==> src/bcgd_pkg.sv <==
`timescale 1ns / 1ps
`default_nettype none
package bcgd_pkg;

    localparam int unsigned TickW  = 16;
    localparam int unsigned TallyW = 4;
    localparam int unsigned CfgIdxW = 2;

    localparam logic [TickW-1:0]  TickMax  = '1;
    localparam logic [TallyW-1:0] TallyMax = '1;

    localparam logic             RstActiveLow = 1'b1;
    localparam logic [TickW-1:0] RstDebounce  = 16'd50;
    localparam logic [TickW-1:0] RstTimeout   = 16'd400;
    localparam logic [TickW-1:0] RstLongPress = 16'd2000;

    typedef enum logic [2:0] {
        G_NONE      = 3'd0,
        G_LONG      = 3'd1,
        G_SINGLE    = 3'd2,
        G_DOUBLE    = 3'd3,
        G_TRIPLE    = 3'd4,
        G_QUADRUPLE = 3'd5,
        G_MANY      = 3'd6
    } t_gesture;

    typedef enum logic [CfgIdxW-1:0] {
        CFG_ACTIVE_LOW = 2'd0,
        CFG_DEBOUNCE   = 2'd1,
        CFG_TIMEOUT    = 2'd2,
        CFG_LONG_PRESS = 2'd3
    } t_cfg_idx;

    typedef struct packed {
        logic             active_low;
        logic [TickW-1:0] debounce;
        logic [TickW-1:0] timeout;
        logic [TickW-1:0] long_press;
    } t_cfg;

    typedef struct packed {
        t_gesture gesture;
        logic     input_busy;
    } t_result;

    function automatic logic [TickW-1:0] sat_inc(input logic [TickW-1:0] t);
        return (t == TickMax) ? t : t + 1'b1;
    endfunction

    function automatic t_gesture tally_gesture(input logic [TallyW-1:0] n);
        t_gesture g;
        if (n >= 4'd5) begin
            g = G_MANY;
        end else begin
            g = t_gesture'(n[2:0] + 3'd1);
        end
        return g;
    endfunction

endpackage
`default_nettype wire

==> src/button_click_gesture_detector.sv <==
// Button gesture detector: debounce, multi-click count and long press.
// Input channel: one request per millisecond tick carrying the raw pin level
//   (i_in_valid / o_in_stall). Accepted when valid is high and stall is low.
// Output channel: one result per request, o_gesture and o_input_busy
//   (o_out_valid / i_out_stall).
// Config channel: i_cfg_valid / o_cfg_ready with register index and data;
//   ready is always high. Write only while no request is in flight.
// Result: registered in the output register, or in the skid while stalled.
// Throughput: one request per cycle unless o_in_stall is high; the state
//   update's counters and compares are combinational up to the output register.
// Stall: a two-entry output buffer (output register plus skid) absorbs one
//   request while the receiver stalls; o_in_stall rises when the skid fills.
// Reset: synchronous, active low. Config returns to active low, 50 ms
//   debounce, 400 ms click timeout, 2000 ms long press; all gesture state
//   clears and the button is taken as released.
`timescale 1ns / 1ps
`default_nettype none
module button_click_gesture_detector (
    input  wire logic                          i_clk,
    input  wire logic                          i_rst_n,
    input  wire logic                          i_in_valid,
    output logic                               o_in_stall,
    input  wire logic                          i_raw_level,
    output logic                               o_out_valid,
    input  wire logic                          i_out_stall,
    output logic [2:0]                         o_gesture,
    output logic                               o_input_busy,
    input  wire logic                          i_cfg_valid,
    output logic                               o_cfg_ready,
    input  wire logic [bcgd_pkg::CfgIdxW-1:0]  i_cfg_index,
    input  wire logic [bcgd_pkg::TickW-1:0]    i_cfg_data
);

    bcgd_pkg::t_cfg    cfg;
    bcgd_pkg::t_result core_result;
    bcgd_pkg::t_result out_result;
    logic              push;
    logic              full;

    assign o_cfg_ready = 1'b1;
    assign push        = i_in_valid && !full;
    assign o_in_stall  = full;

    bcgd_cfg u_cfg (
        .i_clk       (i_clk),
        .i_rst_n     (i_rst_n),
        .i_cfg_valid (i_cfg_valid && o_cfg_ready),
        .i_cfg_index (i_cfg_index),
        .i_cfg_data  (i_cfg_data),
        .o_cfg       (cfg)
    );

    bcgd_core u_core (
        .i_clk       (i_clk),
        .i_rst_n     (i_rst_n),
        .i_push      (push),
        .i_raw_level (i_raw_level),
        .i_cfg       (cfg),
        .o_result    (core_result)
    );

    bcgd_out u_out (
        .i_clk       (i_clk),
        .i_rst_n     (i_rst_n),
        .i_push      (push),
        .i_result    (core_result),
        .o_full      (full),
        .o_out_valid (o_out_valid),
        .i_out_stall (i_out_stall),
        .o_result    (out_result)
    );

    assign o_gesture    = out_result.gesture;
    assign o_input_busy = out_result.input_busy;

endmodule
`default_nettype wire

==> src/bcgd_cfg.sv <==
`timescale 1ns / 1ps
`default_nettype none
module bcgd_cfg (
    input  wire logic                          i_clk,
    input  wire logic                          i_rst_n,
    input  wire logic                          i_cfg_valid,
    input  wire logic [bcgd_pkg::CfgIdxW-1:0]  i_cfg_index,
    input  wire logic [bcgd_pkg::TickW-1:0]    i_cfg_data,
    output bcgd_pkg::t_cfg                     o_cfg
);

    bcgd_pkg::t_cfg r_cfg;

    always_ff @(posedge i_clk) begin
        if (!i_rst_n) begin
            r_cfg.active_low <= bcgd_pkg::RstActiveLow;
            r_cfg.debounce   <= bcgd_pkg::RstDebounce;
            r_cfg.timeout    <= bcgd_pkg::RstTimeout;
            r_cfg.long_press <= bcgd_pkg::RstLongPress;
        end else if (i_cfg_valid) begin
            unique case (bcgd_pkg::t_cfg_idx'(i_cfg_index))
                bcgd_pkg::CFG_ACTIVE_LOW: r_cfg.active_low <= i_cfg_data[0];
                bcgd_pkg::CFG_DEBOUNCE:   r_cfg.debounce   <= i_cfg_data;
                bcgd_pkg::CFG_TIMEOUT:    r_cfg.timeout    <= i_cfg_data;
                bcgd_pkg::CFG_LONG_PRESS: r_cfg.long_press <= i_cfg_data;
            endcase
        end
    end

    assign o_cfg = r_cfg;

endmodule
`default_nettype wire

==> src/bcgd_core.sv <==
`timescale 1ns / 1ps
`default_nettype none
module bcgd_core (
    input  wire logic           i_clk,
    input  wire logic           i_rst_n,
    input  wire logic           i_push,
    input  wire logic           i_raw_level,
    input  wire bcgd_pkg::t_cfg i_cfg,
    output bcgd_pkg::t_result   o_result
);

    logic                           r_prev_level, n_prev_level;
    logic [bcgd_pkg::TickW-1:0]     r_since_change, n_since_change;
    logic [bcgd_pkg::TickW-1:0]     r_since_press, n_since_press;
    logic [bcgd_pkg::TickW-1:0]     r_since_click, n_since_click;
    logic                           r_held, n_held;
    logic                           r_long_rep, n_long_rep;
    logic [bcgd_pkg::TallyW-1:0]    r_tally, n_tally;
    logic                           r_busy, n_busy;
    bcgd_pkg::t_gesture             gesture;
    logic                           level;

    always_comb begin
        level          = i_raw_level ^ i_cfg.active_low;
        n_prev_level   = level;
        n_since_press  = bcgd_pkg::sat_inc(r_since_press);
        n_since_click  = bcgd_pkg::sat_inc(r_since_click);
        n_since_change = (level != r_prev_level) ? '0 : bcgd_pkg::sat_inc(r_since_change);
        n_held         = r_held;
        n_long_rep     = r_long_rep;
        n_tally        = r_tally;
        n_busy         = r_busy;
        gesture        = bcgd_pkg::G_NONE;

        if (n_since_change > i_cfg.debounce) begin
            if (level && !r_held) begin
                n_held        = 1'b1;
                n_since_press = '0;
                n_long_rep    = 1'b0;
                if (r_tally != bcgd_pkg::TallyMax) begin
                    n_tally = r_tally + 1'b1;
                end
                n_since_click = '0;
                n_busy        = 1'b1;
            end else if (!level && r_held) begin
                n_held = 1'b0;
                if (!r_long_rep) begin
                    if (n_since_click > i_cfg.timeout && r_tally != '0) begin
                        gesture = bcgd_pkg::tally_gesture(r_tally);
                        n_busy  = 1'b0;
                        n_tally = '0;
                    end
                end else begin
                    n_tally = '0;
                end
            end

            if (n_held && !n_long_rep && n_since_press >= i_cfg.long_press) begin
                n_long_rep = 1'b1;
                gesture    = bcgd_pkg::G_LONG;
                n_busy     = 1'b0;
            end

            if (!n_held && n_since_click > i_cfg.timeout && n_tally != '0) begin
                gesture = bcgd_pkg::tally_gesture(n_tally);
                n_busy  = 1'b0;
                n_tally = '0;
            end
        end
    end

    always_ff @(posedge i_clk) begin
        if (!i_rst_n) begin
            r_prev_level   <= 1'b0;
            r_since_change <= '0;
            r_since_press  <= '0;
            r_since_click  <= '0;
            r_held         <= 1'b0;
            r_long_rep     <= 1'b0;
            r_tally        <= '0;
            r_busy         <= 1'b0;
        end else if (i_push) begin
            r_prev_level   <= n_prev_level;
            r_since_change <= n_since_change;
            r_since_press  <= n_since_press;
            r_since_click  <= n_since_click;
            r_held         <= n_held;
            r_long_rep     <= n_long_rep;
            r_tally        <= n_tally;
            r_busy         <= n_busy;
        end
    end

    assign o_result = '{gesture: gesture, input_busy: n_busy};

endmodule
`default_nettype wire

==> src/bcgd_out.sv <==
`timescale 1ns / 1ps
`default_nettype none
module bcgd_out (
    input  wire logic              i_clk,
    input  wire logic              i_rst_n,
    input  wire logic              i_push,
    input  wire bcgd_pkg::t_result i_result,
    output logic                   o_full,
    output logic                   o_out_valid,
    input  wire logic              i_out_stall,
    output bcgd_pkg::t_result      o_result
);

    logic              r_out_valid;
    bcgd_pkg::t_result r_out;
    logic              r_skid_valid;
    bcgd_pkg::t_result r_skid;

    // skid holds one request when the output register is stalled
    always_ff @(posedge i_clk) begin
        if (!i_rst_n) begin
            r_out_valid  <= 1'b0;
            r_skid_valid <= 1'b0;
        end else if (!r_out_valid || !i_out_stall) begin
            if (r_skid_valid) begin
                r_out_valid  <= 1'b1;
                r_skid_valid <= 1'b0;
            end else begin
                r_out_valid <= i_push;
            end
        end else if (i_push) begin
            r_skid_valid <= 1'b1;
        end
    end

    always_ff @(posedge i_clk) begin
        if (!r_out_valid || !i_out_stall) begin
            if (r_skid_valid) begin
                r_out <= r_skid;
            end else if (i_push) begin
                r_out <= i_result;
            end
        end else if (i_push) begin
            r_skid <= i_result;
        end
    end

    assign o_full      = r_skid_valid;
    assign o_out_valid = r_out_valid;
    assign o_result    = r_out;

endmodule
`default_nettype wire

==> config.mk <==
export PLATFORM = sky130hd
export DESIGN_NAME = button_click_gesture_detector
export DESIGN_NICKNAME = d
export VERILOG_FILES = /design/src/bcgd_pkg.sv /design/src/button_click_gesture_detector.sv /design/src/bcgd_cfg.sv /design/src/bcgd_core.sv /design/src/bcgd_out.sv
export SDC_FILE = /design/constraint.sdc
export NUM_CORES = 1
export LEC_CHECK = 0
export BUFFER_PORTS_ARGS = -buffer_cell sky130_fd_sc_hd__buf_2
export CORE_AREA = 2 2 143 145
export CTS_CLUSTER_DIAMETER = 100
export DETAILED_ROUTE_END_ITERATION = 7
export DIE_AREA = 0 0 145 147
export MAX_ROUTING_LAYER = met4
export PLACE_DENSITY = 0.63
export REMOVE_ABC_BUFFERS = 1
export SYNTH_ARGS = -nofsm -noshare
export SYNTH_HDL_FRONTEND = slang
export SYNTH_SLANG_ARGS = --single-unit
==> constraint.sdc <==
create_clock -name i_clk -period 4.65 [get_ports i_clk]
set_clock_uncertainty 0.15 [all_clocks]
set_input_delay 0.2325 -clock i_clk [delete_from_list [all_inputs] [get_ports i_clk]]
set_output_delay 0.2325 -clock i_clk [all_outputs]
set_load 0.02 [all_outputs]
Word level (Yosys, flattened, before mapping). Index checks and enable logic that the tools add are counted.

Add/sub/neg operators: 6. Order comparisons: 6. Equal/unequal tests: 8. Mux-type cells: 42. Bitwise operators: 3. Reductions and logical operators: 28.

Operators by type and width (count): 16-bit two-way mux (10); 16-bit by 1-bit adder with 16-bit output (second input constant) (3); 16-bit == test (second input constant) (3); 16-bit > comparator (3); 4-bit two-way mux (9); 3-bit two-way mux (9); 16-bit greater-or-equal comparator (1); 1-bit two-way mux (14); 2-bit AND reduction (7); 4-bit by 3-bit greater-or-equal comparator with 1-bit output (second input constant) (2); 1-bit logical AND (8); 4-bit nonzero test (2); 1-bit zero test (7); 3-bit by 1-bit adder with 3-bit output (second input constant) (2); 4-bit by 1-bit adder with 4-bit output (second input constant) (1); 2-bit == test (second input constant) (2); 4-bit inequality test (second input constant) (1); 2-bit by 1-bit == test with 1-bit output (second input constant) (1); 2-bit zero test (1); 1-bit NOT (2); 2-bit nonzero test (1); 2-bit OR reduction (1); 1-bit logical OR (1); 1-bit inequality test (1); 1-bit bitwise XOR (1).

Flip-flop bits (word level): 115. Logic and storage cells: 111.

Longest topological paths before layout.
Depth after elaboration: 15. Mapped depth: 23.

Modules after synthesis. Synthesis repeated with hierarchy kept, for this count alone.

Cell total of the unflattened synthesis: 940. Area, all modules: 7731.2 µm².

Modules (own cells, without submodules): bcgd_core (instances 1, cells each 726, area an instance 5386.4 µm²); bcgd_cfg (instances 1, cells each 191, area an instance 1953.1 µm²); bcgd_out (instances 1, cells each 20, area an instance 366.6 µm²); button_click_gesture_detector (instances 1, cells each 3, area an instance 25.0 µm²).

Least setup slack after synthesis. No wires, ideal clock.

Path type: register to register. From: register u_core.r_since_click[6] (netlist bit). To: register u_out.r_out, in the netlist u_out.o_result[0] (data pin). Setup time: 0.260 ns. Arrival: 4.684 ns. Data required time: 4.240 ns. Slack: -0.444 ns. Stages on the path, launching flop included: 23. Cell sequence: dfxtp_1 and4_1 and4_1 nand4_1 nor2_1 nor2_1 nand4_1 xor2_1 inv_1 ha_1 nand2_1 nor3_1 or4_1 a211o_1 a31oi_1 a31oi_1 ha_1 nor2b_1 and2_4 a221o_1 a31oi_2 o32ai_2 mux2_2.

RTL lines: start, declared (line bcgd_core.sv:15) `logic [bcgd_pkg::TickW-1:0] r_since_click, n_since_click;`; start signal, assigned (line bcgd_core.sv:86) `r_since_click <= n_since_click;`; end signal, assigned (line bcgd_out.sv:39) `r_out <= r_skid;`; end signal, assigned (line bcgd_out.sv:41) `r_out <= i_result;`; end, declared (line bcgd_out.sv:15) `bcgd_pkg::t_result r_out;`.

==> impl_metrics.toml <==
[status]
status = "finished with violations"
violations = "setup timing"

[die]
pin_count = 31
core_area_mm2 = 0.0198
start_util_pct = 37.4
die_x_um = 145
core.rowCount = 52
die_height_um = 147
dieArea_mm2 = 0.0213

[power_and_ir_drop]
peakVddDrop_v = 0.000269
pwr-share-comb_pct = 10.2
p_leak_nw = 3.94
switching_share_pct = 24.0
power.share.sequential_pct = 37.0
p_per_area_mw_per_mm2 = 293
power_frac_clock_pct = 52.8
intPower_w = 0.00212
switchingPower_w = 0.000673

[global_route]
grt_use_total_pct = 20.5
antenna_found_initial = 0
grt_pass1_wl_um = 34200
grt_max_degree = 75
gr-total-overflow = 0
first_global_vias = 6792

[synth]
synth_ff_type = "dfxtp_1"
synth-simple-area-share_pct = 25.7
async_flop_share_pct = 0
synth-adder-area-share_pct = 12.3
yosys_warnings = 0
synthCells = 981
ys_ff_latch = 115
synth.distinct_cells = 68
ys_seq_area_share_pct = 32.1
synth.mux.area_fraction_pct = 1.11
yosysTopAreaCell = "dfxtp_1"
yosys.area.top_type_share_pct = 28.8
synth_top_family_by_area = "simple AND/OR/NAND/NOR gates"
synth_xor_area_share_pct = 4.70
synth_compound_area_share_pct = 18.2
synth_edf_count = 8
synth_area_mm2 = 0.00743
synth_common_cells = "178 x nand2_1, 107 x dfxtp_1, 100 x a21oi_1, 77 x nor2_1, 75 x inv_1"
synth.avg_cell_area_um2 = 7.57
synthTopCellsByArea = "dfxtp_1 29%, ha_1 12%, nand2_1 9.0%"
yosysMostFrequentCell = "nand2_1"

[worst_setup_path]
start_kind = "register"
max_stage_delay_ns = 0.47
worst-path-max-fanout = 4
cp_slowest_cell = "or4_1"
cp.required_ns = 4.67
arrival_ns = 4.83
crit_path_end_kind = "register"
path_cells = "and3_4, and4_4, nand4_1, nor2_4, nor2_2, nand4_1, xor2_1, inv_1, ha_4, a21oi_2, nor2_1, or4_1, a211o_1, a31oi_4, a31oi_2, ha_2, nor2b_4, buf_6, a221o_1, a31oi_2, o32ai_2, mux2_2"
critPathKind = "reg -> reg"

[flow_run]
cap_viol_max_count = 0

[timing]
finalCriticalPeriod_ns = 4.81
rsz0062_at_grt = "true"
fin_setup_tns_ns = -0.667
hold_viol = 0
setup_slack_ns = -0.161
maxSlewHeadroom_pct = 12.9
tightestPinTransition_ns = 1.30
final_max_slew_viol_count = 0
fin_crit_sh_pct = 103
fmax_mhz = 208
whs_ns = 0.0935
finalSetupViolations = 9

[drt]
drtIter0Drc = 497
wirelength_um = 21100
wl_per_cell_um = 15.4
dr_total_vias = 7154
drc_errors = 0
ant_nets = 0
vias_per_cell = 5.21
drt-pass1-iter-count = 5

[clock_tree]
cts_buffers = 17
cts.sinks = 115
cts_root_buffer = "clkbuf_16"
cts_tree = "built"
clk_latency_ns = 0.42
htree_levels = 4
path_clk_slew_ns = 0.05
clock_tree.buffer_depth = 2

[cells_and_area]
nFillCells = 1910
area_growth_pct = 28.3
nets = 1186
instances_no_fill = 1372
antenna_cells = 0
drive_above_1_share_pct = 18.5

[placement]
place_ws_ns = -0.275
place_inst = 1308
io_buffer_count = 29
place_congestion = 0.897
dpl.hpwl_um = 14900

[worst_hold_path]
min_path_type = "in -> reg"
-- sequential cells by signal, summed over array words and instances, names as in the netlist --
signal,flops
u_core.r_long_rep,1
u_core.r_prev_level,1
u_core.r_since_change,16
u_out.o_out_valid,1
u_cfg.o_cfg,49
u_core.r_held,1
u_core.r_since_press,16
u_out.o_result,4
u_core.r_since_click,16
u_core.r_tally,4
u_core.r_busy,1
u_out.r_skid,4
u_out.o_full,1
-- worst paths after layout --
path                                                            from  slack [ns]                            to  depth (start not counted)
worst max-delay path            u_core.r_since_click[5]$_SDFFE_PN0P_       -0.16   u_out.o_result[0]$_DFFE_PP_                         22
worst min-delay path                                         i_rst_n        0.09  u_cfg.o_cfg[48]$_SDFFE_PN1P_                          2
worst max register to register  u_core.r_since_click[5]$_SDFFE_PN0P_       -0.16   u_out.o_result[0]$_DFFE_PP_                         22
worst min register to register          u_cfg.o_cfg[44]$_SDFFE_PN0P_        0.30  u_cfg.o_cfg[44]$_SDFFE_PN0P_                          2
-- cells in the final DEF, fill, tap and decap left out, drive strengths merged, types with 4 or more instances in the layout --
master / n
dfxtp: 107
and4: 6
nand2b: 7
nand3: 35
nand2: 178
nor2: 77
o211ai: 15
and2: 14
o21ai: 38
dlygate4sd3: 19
xor2: 21
nor2b: 5
a22oi: 8
a31oi: 8
nor3: 31
a21o: 9
clkbuf: 27
or4: 5
nand4: 17
inv: 75
a211oi: 9
a21oi: 101
and3: 11
xnor2: 18
or3: 8
buf: 110
edfxtp: 8
mux2i: 6
o31ai: 4
ha: 73
-- stage by stage --
step | total power, W | utilization (%) | instance area, µm²
finish | 0.00280 | 48.0 | 9530
global route | 0.00290 | 48.0 | 9530
CTS | 0.00280 | 47.0 | 9330
detailed placement | 0.00131 | 41.7 | 8270
global placement | 0.00131 | 41.7 | 8270
floorplan | 0.00120 | - | 7270
-- area by class of cell --
type,count,area (µm²),area share (%)
sequential,115,2390,25.1
timing repair buffer,129,966,10.1
clock inverter,5,106,1.12
multi-input combinational,751,4880,51.2
inverter,75,282,2.95
clock buffer,27,566,5.93
tap,270,338,3.54
-- cells by family (layout without fill, tap and decap cells) --
family	count (synthesis)	in the layout
muxes	8	8
xor gates and xnor gates	39	39
and+or+nand+nor	412	412
AOI/OAI and AO/OA	218	218
buffers and inverters	115	236
other	1	1
adders and majority gates	73	73
DFF	115	115
-- timing repair --
| item | in CTS | in global routing |
|---|---|---|
| hold buffers | 19 | 0 |
| buffers inserted | 9 | 8 |
| pin swaps | 28 | 22 |
| setup endpoints to repair | 11 | 11 |
| hold endpoints to repair | 50 | 0 |
| gates resized for setup | 33 | 34 |
-- critical path: cells and delay by family, from the launching register on --
kind	cells	cell delay [ns]
xor gates and xnor gates	1	0.19
and+or+nand+nor	9	1.64
muxes	1	0.27
buffers and inverters	2	0.22
adders and majority gates	2	0.44
DFF	1	0.33
AOI/OAI and AO/OA	7	1.33
-- power by group through the flow --
stage / sequential [W] / clock, W / combinational (W)
2_1_floorplan: 0.00106 / 0 / 0.000142
3_3_place_gp: 0.00106 / 0 / 0.000255
3_5_place_dp: 0.00106 / 0 / 0.000256
4_1_cts: 0.00104 / 0.00149 / 0.000276
5_1_grt: 0.00104 / 0.00154 / 0.000317
6_report: 0.00104 / 0.00148 / 0.000286
-- layer usage --
layer / track usage (%) / wire length (µm)
met1: 26.4 / 9890
met2: 33.1 / 10000
met3: 3.54 / 815
met4: 5.89 / 367
met5: - / 0
Note: power is estimated with default switching activity, not from simulation.
